--- config.mk ---
export PLATFORM = sky130hd
export DESIGN_NAME = frame_energy_voice_detector_core_flat
export DESIGN_NICKNAME = d
export VERILOG_FILES = /design/src/fevd_pkg.sv /design/src/fevd_if.sv /design/src/fevd_accum.sv /design/src/fevd_div.sv /design/src/fevd_decide.sv /design/src/frame_energy_voice_detector_core.sv /design/src/flat_wrapper.sv
export SDC_FILE = /design/constraint.sdc
export NUM_CORES = 1
export LEC_CHECK = 0
export ABC_AREA = 1
export BUFFER_PORTS_ARGS = -buffer_cell sky130_fd_sc_hd__buf_2
export CAP_MARGIN = 20
export CORE_UTILIZATION = 58
export CTS_BUF_LIST = sky130_fd_sc_hd__clkbuf_8
export DETAILED_ROUTE_END_ITERATION = 8
export PLACE_DENSITY = 0.79
export SYNTH_ARGS = -nofsm -noshare
export SYNTH_HDL_FRONTEND = slang
export SYNTH_HIERARCHICAL = 1
export SYNTH_SLANG_ARGS = --single-unit
--- constraint.sdc ---
create_clock -name clk -period 11.7 [get_ports clk]
set_clock_uncertainty 0.05 [all_clocks]
set_input_delay 2.34 -clock clk [delete_from_list [all_inputs] [get_ports clk]]
set_output_delay 2.34 -clock clk [all_outputs]
set_load 0.005 [all_outputs]
--- src/fevd_pkg.sv ---
// Shared types and constants of the frame energy voice detector.
`default_nettype none
package fevd_pkg;

    localparam int MAX_FRAME_SAMPLES = 1024;
    localparam int SAMPLE_W = 16;
    localparam int TIME_W   = 48;
    localparam int SCORE_W  = 16;
    localparam int EVENT_W  = 2;
    localparam int CFG_W    = 16;
    localparam int CFG_IDX_W = 2;

    // The count must hold the frame limit itself; the sum holds a full frame of
    // the largest magnitude.
    localparam int CNT_W  = $clog2(MAX_FRAME_SAMPLES + 1);
    localparam int SUM_W  = $clog2(MAX_FRAME_SAMPLES * 32768 + 1);
    localparam int MAG_W  = SAMPLE_W + 1;
    localparam int STEP_W = $clog2(SUM_W);

    // The largest silence window in microseconds fits in this width.
    localparam int LIMIT_W = 26;
    localparam logic [LIMIT_W-1:0] US_PER_MS = LIMIT_W'(1000);

    localparam logic [CNT_W-1:0] FRAME_LIMIT = CNT_W'(MAX_FRAME_SAMPLES);

    localparam logic [EVENT_W-1:0] EV_NONE  = 2'd0;
    localparam logic [EVENT_W-1:0] EV_START = 2'd1;
    localparam logic [EVENT_W-1:0] EV_STOP  = 2'd2;

    localparam logic [CFG_IDX_W-1:0] CFG_DETECT_ENABLE  = 2'd0;
    localparam logic [CFG_IDX_W-1:0] CFG_ENERGY_THRESH  = 2'd1;
    localparam logic [CFG_IDX_W-1:0] CFG_SILENCE_WINDOW = 2'd2;

    // Finished frame handed from the accumulator to the divider.
    typedef struct packed {
        logic [SUM_W-1:0]  sum;
        logic [CNT_W-1:0]  count;
        logic [TIME_W-1:0] now;
    } frame_req_t;

    // Quotient handed from the divider to the decision stage.
    typedef struct packed {
        logic [SCORE_W-1:0] score;
        logic [TIME_W-1:0]  now;
    } frame_res_t;

endpackage
`default_nettype wire

--- src/fevd_if.sv ---
// Handshake channels for audio items and for frame results.
`default_nettype none
interface fevd_audio_if;
    import fevd_pkg::*;

    logic                valid;
    logic                ready;
    logic [SAMPLE_W-1:0] sample;
    logic                frame_end;
    logic [TIME_W-1:0]   time_us;

    modport source (output valid, output sample, output frame_end, output time_us,
                    input ready);
    modport sink (input valid, input sample, input frame_end, input time_us,
                  output ready);
endinterface

interface fevd_result_if;
    import fevd_pkg::*;

    logic               valid;
    logic               ready;
    logic [SCORE_W-1:0] score;
    logic               talking;
    logic [EVENT_W-1:0] event_res;

    modport source (output valid, output score, output talking, output event_res,
                    input ready);
    modport sink (input valid, input score, input talking, input event_res,
                  output ready);
endinterface
`default_nettype wire

--- src/fevd_accum.sv ---
// Frame accumulator: sums sample magnitudes and counts samples up to the frame limit.
`default_nettype none
module fevd_accum (
    input  wire logic                          clk,
    input  wire logic                          rst_n,
    input  wire logic                          take,
    input  wire logic [fevd_pkg::SAMPLE_W-1:0] sample,
    input  wire logic                          frame_end,
    input  wire logic [fevd_pkg::TIME_W-1:0]   time_us,
    output fevd_pkg::frame_req_t               req
);
    import fevd_pkg::*;

    logic [SUM_W-1:0] sum_reg, sum_next;
    logic [CNT_W-1:0] count_reg, count_next;
    logic [MAG_W-1:0] mag;
    logic [SUM_W-1:0] sum_inc;
    logic [CNT_W-1:0] count_inc;
    logic             room;

    always_comb
    begin
        if (sample[SAMPLE_W-1])
        begin
            mag = MAG_W'({1'b0, ~sample}) + MAG_W'(1);
        end
        else
        begin
            mag = {1'b0, sample};
        end
    end

    // Samples past the frame limit are dropped, the closing one included.
    assign room      = (count_reg < FRAME_LIMIT);
    assign sum_inc   = room ? (sum_reg + SUM_W'(mag)) : sum_reg;
    assign count_inc = room ? (count_reg + CNT_W'(1)) : count_reg;

    assign req.sum   = sum_inc;
    assign req.count = count_inc;
    assign req.now   = time_us;

    always_comb
    begin
        sum_next   = sum_reg;
        count_next = count_reg;
        if (take)
        begin
            if (frame_end)
            begin
                sum_next   = '0;
                count_next = '0;
            end
            else
            begin
                sum_next   = sum_inc;
                count_next = count_inc;
            end
        end
    end

    always_ff @(posedge clk or negedge rst_n)
    begin
        if (!rst_n)
        begin
            sum_reg   <= '0;
            count_reg <= '0;
        end
        else
        begin
            sum_reg   <= sum_next;
            count_reg <= count_next;
        end
    end

endmodule
`default_nettype wire

--- src/fevd_div.sv ---
// Bit-serial restoring divider: frame sum over sample count, one quotient bit per cycle.
`default_nettype none
module fevd_div (
    input  wire logic           clk,
    input  wire logic           rst_n,
    input  wire logic           req_valid,
    output logic                req_ready,
    input  wire fevd_pkg::frame_req_t req,
    output logic                res_valid,
    input  wire logic           res_ready,
    output fevd_pkg::frame_res_t res
);
    import fevd_pkg::*;

    typedef enum logic [2:0] {
        DIV_IDLE = 3'b001,
        DIV_RUN  = 3'b010,
        DIV_DONE = 3'b100
    } div_state_t;

    div_state_t        state_reg, state_next;
    logic [SUM_W-1:0]  work_reg, work_next;
    logic [CNT_W-1:0]  rem_reg, rem_next;
    logic [CNT_W-1:0]  divisor_reg, divisor_next;
    logic [STEP_W-1:0] step_reg, step_next;
    logic [TIME_W-1:0] now_reg, now_next;
    logic [CNT_W:0]    trial;
    logic [CNT_W:0]    trial_sub;
    logic              fits;

    // The dividend shifts out at the top while quotient bits shift in at the bottom.
    assign trial     = {rem_reg, work_reg[SUM_W-1]};
    assign fits      = (trial >= {1'b0, divisor_reg});
    assign trial_sub = trial - {1'b0, divisor_reg};

    assign req_ready = (state_reg == DIV_IDLE);
    assign res_valid = (state_reg == DIV_DONE);
    assign res.score = work_reg[SCORE_W-1:0];
    assign res.now   = now_reg;

    always_comb
    begin
        state_next   = state_reg;
        work_next    = work_reg;
        rem_next     = rem_reg;
        divisor_next = divisor_reg;
        step_next    = step_reg;
        now_next     = now_reg;
        case (state_reg)
            DIV_IDLE:
            begin
                if (req_valid)
                begin
                    work_next    = req.sum;
                    rem_next     = '0;
                    divisor_next = req.count;
                    now_next     = req.now;
                    step_next    = STEP_W'(SUM_W - 1);
                    state_next   = DIV_RUN;
                end
            end
            DIV_RUN:
            begin
                work_next = {work_reg[SUM_W-2:0], fits};
                rem_next  = fits ? trial_sub[CNT_W-1:0] : trial[CNT_W-1:0];
                step_next = step_reg - STEP_W'(1);
                if (step_reg == '0)
                begin
                    state_next = DIV_DONE;
                end
            end
            DIV_DONE:
            begin
                if (res_ready)
                begin
                    state_next = DIV_IDLE;
                end
            end
            default:
            begin
                state_next = DIV_IDLE;
            end
        endcase
    end

    always_ff @(posedge clk or negedge rst_n)
    begin
        if (!rst_n)
        begin
            state_reg <= DIV_IDLE;
        end
        else
        begin
            state_reg <= state_next;
        end
    end

    always_ff @(posedge clk)
    begin
        work_reg    <= work_next;
        rem_reg     <= rem_next;
        divisor_reg <= divisor_next;
        step_reg    <= step_next;
        now_reg     <= now_next;
    end

endmodule
`default_nettype wire

--- src/fevd_decide.sv ---
// Configuration registers, talk and quiet decision with hangover, and the result register.
`default_nettype none
module fevd_decide (
    input  wire logic                           clk,
    input  wire logic                           rst_n,
    input  wire logic                           cfg_we,
    input  wire logic [fevd_pkg::CFG_IDX_W-1:0] cfg_index,
    input  wire logic [fevd_pkg::CFG_W-1:0]     cfg_data,
    input  wire logic                           res_valid,
    output logic                                res_ready,
    input  wire fevd_pkg::frame_res_t           res,
    fevd_result_if.source                       result
);
    import fevd_pkg::*;

    logic               enable_reg;
    logic [CFG_W-1:0]   thresh_reg;
    logic [CFG_W-1:0]   window_reg;

    logic               talking_reg, talking_next;
    logic [TIME_W-1:0]  quiet_reg, quiet_next;

    // First stage: score, speech flag, elapsed quiet time and window limit.
    logic               s1_valid_reg;
    logic               s1_en_reg;
    logic               s1_speech_reg;
    logic [SCORE_W-1:0] s1_score_reg;
    logic [TIME_W-1:0]  s1_quiet_reg;
    logic [TIME_W-1:0]  s1_elapsed_reg;
    logic [LIMIT_W-1:0] s1_limit_reg;

    logic               out_valid_reg;
    logic [SCORE_W-1:0] out_score_reg;
    logic               out_talking_reg;
    logic [EVENT_W-1:0] out_event_reg;
    logic [EVENT_W-1:0] event_next;

    logic               take;
    logic [TIME_W-1:0]  quiet_eff;
    logic [TIME_W:0]    diff;

    // A result is taken only when both stages ahead are empty, so stage two
    // always finds the result register free.
    assign res_ready = !s1_valid_reg && !out_valid_reg;
    assign take      = res_valid && res_ready;

    // A recorded quiet time of zero means none is set yet.
    assign quiet_eff = (quiet_reg == '0) ? res.now : quiet_reg;
    assign diff      = {1'b0, res.now} - {1'b0, quiet_eff};

    always_ff @(posedge clk or negedge rst_n)
    begin
        if (!rst_n)
        begin
            enable_reg <= 1'b0;
            thresh_reg <= '0;
            window_reg <= '0;
        end
        else if (cfg_we)
        begin
            case (cfg_index)
                CFG_DETECT_ENABLE:  enable_reg <= cfg_data[0];
                CFG_ENERGY_THRESH:  thresh_reg <= cfg_data;
                CFG_SILENCE_WINDOW: window_reg <= cfg_data;
                default:            ;
            endcase
        end
    end

    always_ff @(posedge clk)
    begin
        if (take)
        begin
            s1_en_reg      <= enable_reg;
            s1_speech_reg  <= (res.score > thresh_reg);
            s1_score_reg   <= enable_reg ? res.score : '0;
            s1_quiet_reg   <= quiet_eff;
            s1_elapsed_reg <= diff[TIME_W] ? '0 : diff[TIME_W-1:0];
            s1_limit_reg   <= LIMIT_W'(window_reg) * US_PER_MS;
        end
    end

    always_comb
    begin
        talking_next = talking_reg;
        quiet_next   = quiet_reg;
        event_next   = EV_NONE;
        if (s1_en_reg)
        begin
            if (s1_speech_reg)
            begin
                talking_next = 1'b1;
                quiet_next   = '0;
                if (!talking_reg)
                begin
                    event_next = EV_START;
                end
            end
            else
            begin
                quiet_next = s1_quiet_reg;
                if (talking_reg &&
                    (s1_elapsed_reg > {{(TIME_W-LIMIT_W){1'b0}}, s1_limit_reg}))
                begin
                    talking_next = 1'b0;
                    event_next   = EV_STOP;
                end
            end
        end
    end

    always_ff @(posedge clk or negedge rst_n)
    begin
        if (!rst_n)
        begin
            s1_valid_reg  <= 1'b0;
            out_valid_reg <= 1'b0;
            talking_reg   <= 1'b0;
            quiet_reg     <= '0;
        end
        else
        begin
            s1_valid_reg <= take;
            if (s1_valid_reg)
            begin
                out_valid_reg <= 1'b1;
                talking_reg   <= talking_next;
                quiet_reg     <= quiet_next;
            end
            else if (result.ready)
            begin
                out_valid_reg <= 1'b0;
            end
        end
    end

    always_ff @(posedge clk)
    begin
        if (s1_valid_reg)
        begin
            out_score_reg   <= s1_score_reg;
            out_talking_reg <= talking_next;
            out_event_reg   <= event_next;
        end
    end

    assign result.valid     = out_valid_reg;
    assign result.score     = out_score_reg;
    assign result.talking   = out_talking_reg;
    assign result.event_res = out_event_reg;

endmodule
`default_nettype wire

--- src/frame_energy_voice_detector_core.sv ---
// Throughput: an item without frame end is taken every cycle; a frame-end item needs the divider
// idle, so a frame cannot close before the last frame's quotient has left; samples keep flowing.
// Path: a frame's result passes through the 26-step bit-serial divider, the first decision stage
// and the result register. A waiting result register holds the divider, so closing items stall.
// Reset: rst_n clears the frame sum and count, the talking state, the quiet time, the
// configuration registers and all valid flags; detection is off after reset.
`default_nettype none
module frame_energy_voice_detector_core (
    input  wire logic                           clk,
    input  wire logic                           rst_n,
    input  wire logic                           cfg_we,
    input  wire logic [fevd_pkg::CFG_IDX_W-1:0] cfg_index,
    input  wire logic [fevd_pkg::CFG_W-1:0]     cfg_data,
    fevd_audio_if.sink                          audio,
    fevd_result_if.source                       result
);
    import fevd_pkg::*;

    frame_req_t req;
    frame_res_t res;
    logic       take;
    logic       req_valid;
    logic       req_ready;
    logic       res_valid;
    logic       res_ready;

    // Only the closing item of a frame waits for the divider.
    assign audio.ready = !audio.frame_end || req_ready;
    assign take        = audio.valid && audio.ready;
    assign req_valid   = take && audio.frame_end;

    fevd_accum u_accum (
        .clk       (clk),
        .rst_n     (rst_n),
        .take      (take),
        .sample    (audio.sample),
        .frame_end (audio.frame_end),
        .time_us   (audio.time_us),
        .req       (req)
    );

    fevd_div u_div (
        .clk       (clk),
        .rst_n     (rst_n),
        .req_valid (req_valid),
        .req_ready (req_ready),
        .req       (req),
        .res_valid (res_valid),
        .res_ready (res_ready),
        .res       (res)
    );

    fevd_decide u_decide (
        .clk       (clk),
        .rst_n     (rst_n),
        .cfg_we    (cfg_we),
        .cfg_index (cfg_index),
        .cfg_data  (cfg_data),
        .res_valid (res_valid),
        .res_ready (res_ready),
        .res       (res),
        .result    (result)
    );

endmodule
`default_nettype wire
--- src/flat_wrapper.sv ---
// flat-port wrapper written by rule: the top's interface ports become plain ports
module frame_energy_voice_detector_core_flat import fevd_pkg::*;
  (clk, rst_n, cfg_we, cfg_index, cfg_data, audio_valid, audio_sample, audio_frame_end, audio_time_us, audio_ready, result_valid, result_score, result_talking, result_event_res, result_ready);
  fevd_audio_if audio_i ();
  fevd_result_if result_i ();
  input  wire logic clk;
  input  wire logic rst_n;
  input  wire logic cfg_we;
  input  wire logic [fevd_pkg::CFG_IDX_W-1:0] cfg_index;
  input  wire logic [fevd_pkg::CFG_W-1:0] cfg_data;
  input wire logic [$bits(audio_i.valid)-1:0] audio_valid;
  input wire logic [$bits(audio_i.sample)-1:0] audio_sample;
  input wire logic [$bits(audio_i.frame_end)-1:0] audio_frame_end;
  input wire logic [$bits(audio_i.time_us)-1:0] audio_time_us;
  output wire logic [$bits(audio_i.ready)-1:0] audio_ready;
  output wire logic [$bits(result_i.valid)-1:0] result_valid;
  output wire logic [$bits(result_i.score)-1:0] result_score;
  output wire logic [$bits(result_i.talking)-1:0] result_talking;
  output wire logic [$bits(result_i.event_res)-1:0] result_event_res;
  input wire logic [$bits(result_i.ready)-1:0] result_ready;
  assign audio_i.valid = audio_valid;
  assign audio_i.sample = audio_sample;
  assign audio_i.frame_end = audio_frame_end;
  assign audio_i.time_us = audio_time_us;
  assign audio_ready = audio_i.ready;
  assign result_valid = result_i.valid;
  assign result_score = result_i.score;
  assign result_talking = result_i.talking;
  assign result_event_res = result_i.event_res;
  assign result_i.ready = result_ready;
  frame_energy_voice_detector_core u_core (.clk(clk), .rst_n(rst_n), .cfg_we(cfg_we), .cfg_index(cfg_index), .cfg_data(cfg_data), .audio(audio_i), .result(result_i));
endmodule
Yosys cells after proc, flatten, opt, wreduce, memory -nomap -nowiden
Index checks and enable logic that the tools add are counted.

Equal/unequal tests: 8. Add/sub/neg operators: 6. Reductions and logical operators: 21. Multipliers: 1. Bitwise gates (word level): 1. Order comparisons: 4. Multiplexer cells: 26.

Operators with widths (count): $mux 48 (2); $mux 26 (3); $pmux 26 s2 (1); $sub 48x48->49 (1); $gt 48x26->1 (1); $logic_not 48->1 (1); $mux 11 (4); $add 26x17->26 (1); $mul 16x7->23 const B (1); $pmux 11 s2 (1); $add 16x1->17 const B (1); $mux 17 (1); $gt 16x16->1 (1); $not 16->16 (1); $ge 12x11->1 (1); $reduce_and 2->1 (6); $add 11x1->11 const B (1); $lt 11x11->1 const B (1); $sub 11x11->11 (1); $pmux 5 s2 (1); $mux 3 (3); $pmux 3 s3 (1); $mux 1 (6); $logic_and 1x1->1 (5); other kinds (16) (21).

Bits in registers: 381. Input bits: 88. Output and inout port bits: 21. Word-level logic and storage cells: 91.

Logic depth before layout (Yosys ltp)
Gate-level depths: netlist of run 1.

Word-level depth: 7. Mapped depth: 25. Mapped depth without buffers: 23.

Cells and area by module
The synthesis of run 1 kept the hierarchy.

By module, submodules not included: fevd_decide (area each 17102.7 µm², sequential area each 6786.5 µm², instances 1, cells an instance 2152); fevd_div (area each 4779.6 µm², sequential area each 3109.2 µm², instances 1, cells an instance 439); fevd_accum (area each 4025.1 µm², sequential area each 925.9 µm², instances 1, cells an instance 656); frame_energy_voice_detector_core (area each 28.8 µm², sequential area each 0.0 µm², instances 1, cells an instance 6).

Worst setup path after synthesis of run 1
No wires, ideal clock.

Kind: register -> register. Start: register u_core.u_decide.s1_valid_reg. End: register u_core.u_decide.s1_valid_reg. Required time: 10.514 ns. Period minus slack after synthesis: 11.837 ns. Arrival: 10.650 ns. Slack: -0.137 ns. Stages on the path, launching flop included: 2. Setup time: 1.136 ns. Buffers on the path: 0. Path through: dfrtp_1 nor3b_1.

Longest elaborated chain between the ends: 3.

RTL lines: start, declared (line fevd_decide.sv:24) `logic s1_valid_reg;`; start signal, assigned (line fevd_decide.sv:123) `s1_valid_reg <= take;`; $logic_not 1->1 (line fevd_decide.sv:44) `assign res_ready = !s1_valid_reg && !out_valid_reg;`; $logic_and 1x1->1 (line fevd_decide.sv:44); $logic_and 1x1->1 (line fevd_decide.sv:45) `assign take = res_valid && res_ready;`; net u_core.u_decide.take (line fevd_decide.sv:38) `logic take;`.

The timed path passes the listed nets, and every way through them passes these cells. A chain may end at the register's enable or synchronous reset.

Worst setup path in the final report of run 1
Start: input port audio_frame_end. End: output port audio_ready.

Longest elaborated chain between the ends: 2.

RTL lines: start, declared (line flat_wrapper.sv:13) `input wire logic [$bits(audio_i.frame_end)-1:0] audio_frame_end;`; $logic_not 1->1 (line frame_energy_voice_detector_core.sv:28) `assign audio.ready = !audio.frame_end || req_ready;`; $logic_or 1x1->1 (line frame_energy_voice_detector_core.sv:28); end, declared (line flat_wrapper.sv:15) `output wire logic [$bits(audio_i.ready)-1:0] audio_ready;`.

No other way between the ends.

==> metrics.yaml, run 1 <==
run_status: "complete, no violations"
worst-slew-pin-transition_ns: 1.040
antenna_found_initial: 0
final_layout_size_suffix_gt1_share_pct: 9.858
initial_utilization_pct: 58.78
gr-max-usage-layer: "met2"
clock_path_buffers: 3
routabilityCongestion: 0.9597
dr.first_iter.drc_count: 1567
postCtsHoldBufs: 0
route.vias.total: 20540
final-max-slew-violation-count: 0
postSynth.topFlopCell: "sky130_fd_sc_hd__edfxtp_1"
worst_setup_path_start_kind: "primary input"
gr-usage-met3_pct: 3.822
num-nets-final: 3642
port-buffer-count: 108
cts-root-buf: "sky130_fd_sc_hd__clkbuf_8"
path_clk_slew_ns: 0.06
first_global_vias: 19530
timing.max_slew.rel_slack_pct: 30.47
synth_seq_cells: 381
antenna_cells_inserted: 0
number_of_flops_mapped_to_enable_cells_by_yosys: 257
worst_ep_required_time_ns: 9.31
die_height_um: 213.5
cts-resized-gates: 0
final_antenna_net_count: 0
tritoncts_num_sinks: 381
hpwlAfterDp_um: 45290
wl_per_cell_um: 15.08
end_kind: "primary output"
unrepaired_setup_endpoints_after_global_routing: "no"
numCtsBuffers: 66
area.growth.synth_to_final_pct: 7.589
async_reset_ff_share_pct: 32.55
post_synth_instance_area_mm2: 0.02594
grt_start_max_net_pins: 97
post_synth_inst_count: 3253
dieArea_mm2: 0.04557
route.detailed.vias_per_inst: 5.175
timing.critical_path.fanout_max: 4
post_synth_num_cell_types: 56
fmax_ghz: 0.1991
criticalPathCategory: "primary input to primary output"
holdCritPathClass: "register to register"
grt_overflow_total: 0
global_route_wire_length_before_repair_um: 96670
layout.cells.non_filler: 3970
die-width_um: 213.5
place_inst: 3849
standard_cell_row_count: 77
use_met2_pct: 44.21
layout_worst_path_cycle_share_pct: 42.94
drv_cap: 0
drt-pass1-iter-count: 6
yosys_warnings: 6
drt_drc_violations_left: 0
report.final.hold_viol_count: 0
clk_latency_ns: 0.64
synth_fp_nets: 3570
fraction_of_the_yosys_area_taken_by_sequential_cells_pct: 41.72
worst-endpoint-arrival_ns: 2.63
routed_wl_um: 59880
ctsHtreeMaxLevel: 3
synthesis.area_per_instance_um2: 7.973
finalSetupViolCount: 0
grt.met1_usage_pct: 36.50
setup_tns_ns: 0
hold_slack_ns: 0.3690
grt_use_total_pct: 27.08
pin_count: 109
final.min_clock_period_ns: 5.024
cts_post_setup_buffers_inserted: 0
tritoncts: "done"
core_area_mm2: 0.04412
## cell type report
cell class | count | area (um^2)
Clock buffer | 71 | 977.2
Tap cell | 592 | 740.7
Multi-Input combinational cell | 2095 | 11900
Inverter | 658 | 2470
Sequential cell | 381 | 10820
Fill cell | 3894 | 16220
Timing Repair Buffer | 123 | 655.6
Clock inverter | 50 | 336.6
## layer usage
layer,up-vias,part of all wire (%)
met5,-,0
met3,115,5.7
li1,10330,-
met2,593,47
met1,9510,44
met4,0,3.1
## placed cells by master (no fill, tap or decap), drive strengths merged, types with 2 or more instances in the layout
cell      count
xnor2         9
clkinvlp      3
bufinv        4
ha          172
nand4        38
clkbuf       71
nor3b         2
dfrtp       123
buf         123
a21oi       102
a31oi         7
nand3b        9
a22oi         2
and2          3
nand3       186
nor4         13
nor3         28
or2           9
a22o          2
edfxtp      257
o21ai       146
o22ai         2
clkinv       17
o31ai         3
o21a          2
xor2         59
o21bai        7
a21boi        3
fa           57
nor2        220
nand2      1004
inv         684
a21o          5
## Yosys cell counts (7+ instances only)
cell type,n,area share (%)
sky130_fd_sc_hd__buf_2,13,0.25
sky130_fd_sc_hd__o21ai_0,136,2.6
sky130_fd_sc_hd__nor2_2,34,0.82
sky130_fd_sc_hd__inv_2,12,0.17
sky130_fd_sc_hd__buf_4,69,2.0
sky130_fd_sc_hd__nand2_1,973,14
sky130_fd_sc_hd__inv_1,646,9.3
sky130_fd_sc_hd__xor2_1,59,2.0
sky130_fd_sc_hd__ha_1,172,8.3
sky130_fd_sc_hd__clkbuf_1,24,0.35
sky130_fd_sc_hd__nand3b_1,9,0.26
sky130_fd_sc_hd__nor3_1,24,0.46
sky130_fd_sc_hd__xnor2_1,9,0.30
sky130_fd_sc_hd__nor4_1,13,0.31
sky130_fd_sc_hd__nand3_1,173,3.3
sky130_fd_sc_hd__nand3_2,12,0.46
sky130_fd_sc_hd__a21oi_1,100,1.9
sky130_fd_sc_hd__nand4_1,37,0.89
sky130_fd_sc_hd__edfxtp_1,257,30
sky130_fd_sc_hd__or2_2,7,0.17
sky130_fd_sc_hd__dfrtp_1,123,12
sky130_fd_sc_hd__nand2_2,30,0.72
sky130_fd_sc_hd__nor2_1,184,2.7
sky130_fd_sc_hd__fa_1,57,4.4
## through the flow
stage	worst slack, ns	util (%)	instance area [um^2]
floorplan	4.988	-	25940
CTS	6.676	63.24	27900
global route	6.559	63.24	27900
detailed placement	6.410	60.26	26590
finish	6.676	63.24	27900
global placement	6.473	60.26	26590
## final timing paths
check / cells after the start / startpoint / slack, ns / end
worst max-delay path: 3 / audio_frame_end / 6.68 / audio_ready
worst min-delay path: 0 / u_core/u_decide/s1_score_reg[14] / 0.37 / u_core/u_decide/result.score[14]
worst min register to register: 0 / u_core/u_decide/s1_score_reg[14] / 0.37 / u_core/u_decide/result.score[14]
min in group asynchronous: 1 / rst_n / 1.55 / u_core/u_decide/quiet_reg[17]
max in group asynchronous: 2 / rst_n / 8.95 / u_core/u_decide/thresh_reg[7]
worst max register to register: 17 / u_core/u_decide/quiet_reg[47] / 6.86 / u_core/u_decide/s1_elapsed_reg[33]
## critical path, stage by stage
cell                      delay (ns)
sky130_fd_sc_hd__buf_2          0.12
sky130_fd_sc_hd__nand2_1        0.05
sky130_fd_sc_hd__buf_2          0.12
## logic make-up after synthesis
kind of cell / count (synthesis) / share of synthesized area (%)
AND/OR/NAND/NOR: 1513 / 24.82
AO/OA/AOI/OAI: 284 / 5.929
XOR/XNOR: 68 / 2.296
other: 1 / 0.01446
buffers and inverters: 777 / 12.52
adder cells (fa/ha/maj): 229 / 12.70
flip-flops: 381 / 41.72
Power of run 1 is not shown: default switching activity piles up to over one toggle a cycle in this logic, so the estimate is an artifact.
==> run 2, diff against run 1 <==
--- a/config.mk
+++ b/config.mk
@@ -5,7 +5,7 @@
 export SDC_FILE = /design/constraint.sdc
 export NUM_CORES = 1
 export LEC_CHECK = 0
-export ABC_AREA = 1
+export ABC_AREA = 0
 export BUFFER_PORTS_ARGS = -buffer_cell sky130_fd_sc_hd__buf_2
 export CAP_MARGIN = 20
 export CORE_UTILIZATION = 58
==> constraint.sdc (replaced) <==
create_clock -name clk -period 4.45 [get_ports clk]
set_clock_uncertainty 0.05 [all_clocks]
set_input_delay 0.89 -clock clk [delete_from_list [all_inputs] [get_ports clk]]
set_output_delay 0.89 -clock clk [all_outputs]
set_load 0.005 [all_outputs]
==> metrics.yaml, run 2 <==
unrepaired_setup_endpoints_after_global_routing: "yes"
layout.cells.non_filler: 3121
drv_cap: 0
ctsHtreeMaxLevel: 3
worst-endpoint-arrival_ns: 5.20
synth_seq_cells: 381
route.vias.total: 17830
hpwlAfterDp_um: 38970
grt_start_max_net_pins: 65
yosys_warnings: 6
netSwitchingPower_w: 0.007643
standard_cell_row_count: 73
post_synth_main_area_contributors: "sky130_fd_sc_hd__edfxtp_1 33%, sky130_fd_sc_hd__dfrtp_1 13%, sky130_fd_sc_hd__ha_1 9.2%"
area.growth.synth_to_final_pct: 20.93
synth_fp_nets: 2507
drt_drc_violations_left: 0
routabilityCongestion: 0.9150
path_clk_slew_ns: 0.06
grt_overflow_total: 0
final_antenna_net_count: 0
cts-root-buf: "sky130_fd_sc_hd__clkbuf_8"
switching_share_pct: 39.61
antenna_found_initial: 1
pin_count: 109
fillers: 2688
holdCritPathClass: "primary input to async pin"
hold_slack_ns: 0.2735
post_synth_instance_area_mm2: 0.02327
number_of_flops_mapped_to_enable_cells_by_yosys: 257
first_global_vias: 17940
report.final.hold_viol_count: 0
wl_per_cell_um: 18.46
place_inst: 2945
clock_path_buffers: 3
timing.max_slew.rel_slack_pct: 39.79
place_area_mm2: 0.02565
timing.critical_path.fanout_max: 7
p_per_area_mw_per_mm2: 685.8
numCtsBuffers: 67
end_kind: "register"
worst-slew-pin-transition_ns: 0.9031
post_synth_inst_count: 2190
dieArea_mm2: 0.04092
port-buffer-count: 108
antenna_cells_inserted: 0
power.share.combinational_pct: 57.9
final.setup.worst_slack_ns: -0.4355
drt-pass1-iter-count: 5
vdd_drop_max_mv: 1.082
fmax_ghz: 0.2047
die-width_um: 202.3
clk_latency_ns: 0.64
power_frac_seq_pct: 25.4
yosysMostFrequentCell: "sky130_fd_sc_hd__edfxtp_1"
final-max-slew-violation-count: 0
core_area_mm2: 0.03964
layout_worst_path_cycle_share_pct: 109.8
worst_ep_required_time_ns: 4.77
post_synth_num_cell_types: 101
synthesis.area_per_instance_um2: 10.62
num-nets-final: 2858
final_layout_size_suffix_gt1_share_pct: 26.46
criticalPathCategory: "register to register"
tritoncts: "done"
fraction_of_the_yosys_area_taken_by_sequential_cells_pct: 46.51
placement.setup.worst_slack_ns: -0.6945
global_route_wire_length_before_repair_um: 89810
internal_power_w: 0.01165
routed_wl_um: 57610
die_height_um: 202.3
tritoncts_num_sinks: 381
most-common-layout-cells: "276 x sky130_fd_sc_hd__buf_4, 257 x sky130_fd_sc_hd__edfxtp_1, 227 x sky130_fd_sc_hd__inv_1"
power.share.clock_pct: 16.8
finalSetupViolCount: 50
initial_utilization_pct: 58.70
worst_setup_path_start_kind: "register"
postSynth.topFlopCell: "sky130_fd_sc_hd__edfxtp_1"
final.min_clock_period_ns: 4.886
grt_use_total_pct: 27.52
run_status: "finished, violations left"
netlist.top_cell.by_area: "sky130_fd_sc_hd__edfxtp_1"
static-leakage-power_nw: 12.48
mostFrequentLayoutCell: "sky130_fd_sc_hd__buf_4"
route.detailed.vias_per_inst: 5.712
commonest_cells_in_the_synthesized_netlist: "257 x sky130_fd_sc_hd__edfxtp_1, 228 x sky130_fd_sc_hd__nand2_1, 215 x sky130_fd_sc_hd__inv_1"
failed_checks: "negative setup slack"
async_reset_ff_share_pct: 32.55
synth_largest_type_area_fraction_pct: 33.17
finalInstanceArea_mm2: 0.02814
dr.first_iter.drc_count: 1258
## run 2: cell count changes after synthesis, sizes merged, moves of 22 or more
cell / previous run / this run
nand3: 186 / 23
a21o: 5 / 37
xnor2: 9 / 78
nor2b: 1 / 23
xor2: 59 / 36
a21oi: 102 / 145
nor2: 220 / 116
clkbuf: 24 / 54
inv: 658 / 215
nand2: 1004 / 229
nand2b: 0 / 75
mux2: 0 / 39
## run 2: worst max-delay path, cell delays in order (launching register included)
cell and delay [ns]:
sky130_fd_sc_hd__dfrtp_1 0.42, sky130_fd_sc_hd__nor4_4 0.43, sky130_fd_sc_hd__buf_4 0.18, sky130_fd_sc_hd__nand4_1 0.26, sky130_fd_sc_hd__nor3_4 0.35, sky130_fd_sc_hd__buf_12 0.18, sky130_fd_sc_hd__buf_12 0.14, sky130_fd_sc_hd__a21oi_4 0.07
sky130_fd_sc_hd__ha_4 0.18, sky130_fd_sc_hd__a21o_1 0.19, sky130_fd_sc_hd__or3_4 0.36, sky130_fd_sc_hd__o221a_4 0.26, sky130_fd_sc_hd__a211o_1 0.32, sky130_fd_sc_hd__a21oi_2 0.18, sky130_fd_sc_hd__o21a_2 0.19, sky130_fd_sc_hd__o311ai_4 0.13
sky130_fd_sc_hd__a21oi_2 0.21, sky130_fd_sc_hd__o21a_4 0.19, sky130_fd_sc_hd__buf_12 0.14, sky130_fd_sc_hd__clkbuf_16 0.14, sky130_fd_sc_hd__nor2_1 0.05
## run 2: worst paths after layout
path	slack [ns]	cells after the start	endpoint	startpoint
min in group clk	0.36	0	u_core/u_decide/result.score[0]	u_core/u_decide/s1_score_reg[0]
max reg2reg	-0.44	20	u_core/u_decide/s1_elapsed_reg[5]	u_core/u_decide/quiet_reg[43]
max	-0.44	20	u_core/u_decide/s1_elapsed_reg[5]	u_core/u_decide/quiet_reg[43]
min reg2reg	0.36	0	u_core/u_decide/result.score[0]	u_core/u_decide/s1_score_reg[0]
max in group asynchronous	3.05	2	u_core/u_decide/thresh_reg[4]	rst_n
min	0.27	1	u_core/u_decide/quiet_reg[42]	rst_n
## run 2: layer usage
layer | routed length, um | share of wire, % | vias up | global-route usage (%)
met5 | 0 | 0 | - | 0
met4 | 2167 | 3.8 | 0 | 11.71
met3 | 3323 | 5.8 | 165 | 5.015
met2 | 28400 | 49 | 616 | 45.90
met1 | 23720 | 41 | 8704 | 35.23
li1 | - | - | 8343 | -
## run 2: stage by stage
stage               power (W)  utilization (%)  TNS, ns
finish                0.01930            70.98   -18.18
global route          0.02065            70.98   -20.68
CTS                   0.01850            69.73   -8.900
detailed placement    0.01449            64.71   -32.32
global placement      0.01407            64.71   -24.28
floorplan             0.01178                -        0
## run 2: power groups by stage
stage	clock network [W]	logic, W	registers [W]
CTS	0.00328	0.0103	0.00489
global route	0.00344	0.0123	0.00493
floorplan	0	0.00692	0.00486
detailed placement	0	0.00954	0.00494
finish	0.00323	0.0112	0.00489
global placement	0	0.00914	0.00493
## run 2: cell families after synthesis
family | share of synthesized area [%]
flops | 46.51
mux | 2.318
buf+inv | 6.792
xor+xnor | 4.291
compound gates | 12.81
fa+ha+maj | 14.15
simple gates | 13.11
other cells | 0.01612
## run 2: what timing repair did
action                                 CTS  global route
resized for setup                       90            72
cloned                                   3             2
hold buffers                             0             0
endpoints found under the hold margin    0             0
setup endpoints to repair               54            55
setup buffers                           32            19
pin swaps                               57            57
## run 2: layout make-up
cell class              count  area [um^2]  share of cell area (%)
flip-flops and latches    381        10820                   38.46
clock inverters            51        322.8                   1.147
clock buffers              73         1005                   3.571
inverters                 216        810.8                   2.882
multi-input cells        1465        11500                   40.86
well taps                 525        656.9                   2.335
repair buffers            410         3024                   10.75
(Power assumes the default switching activity.)
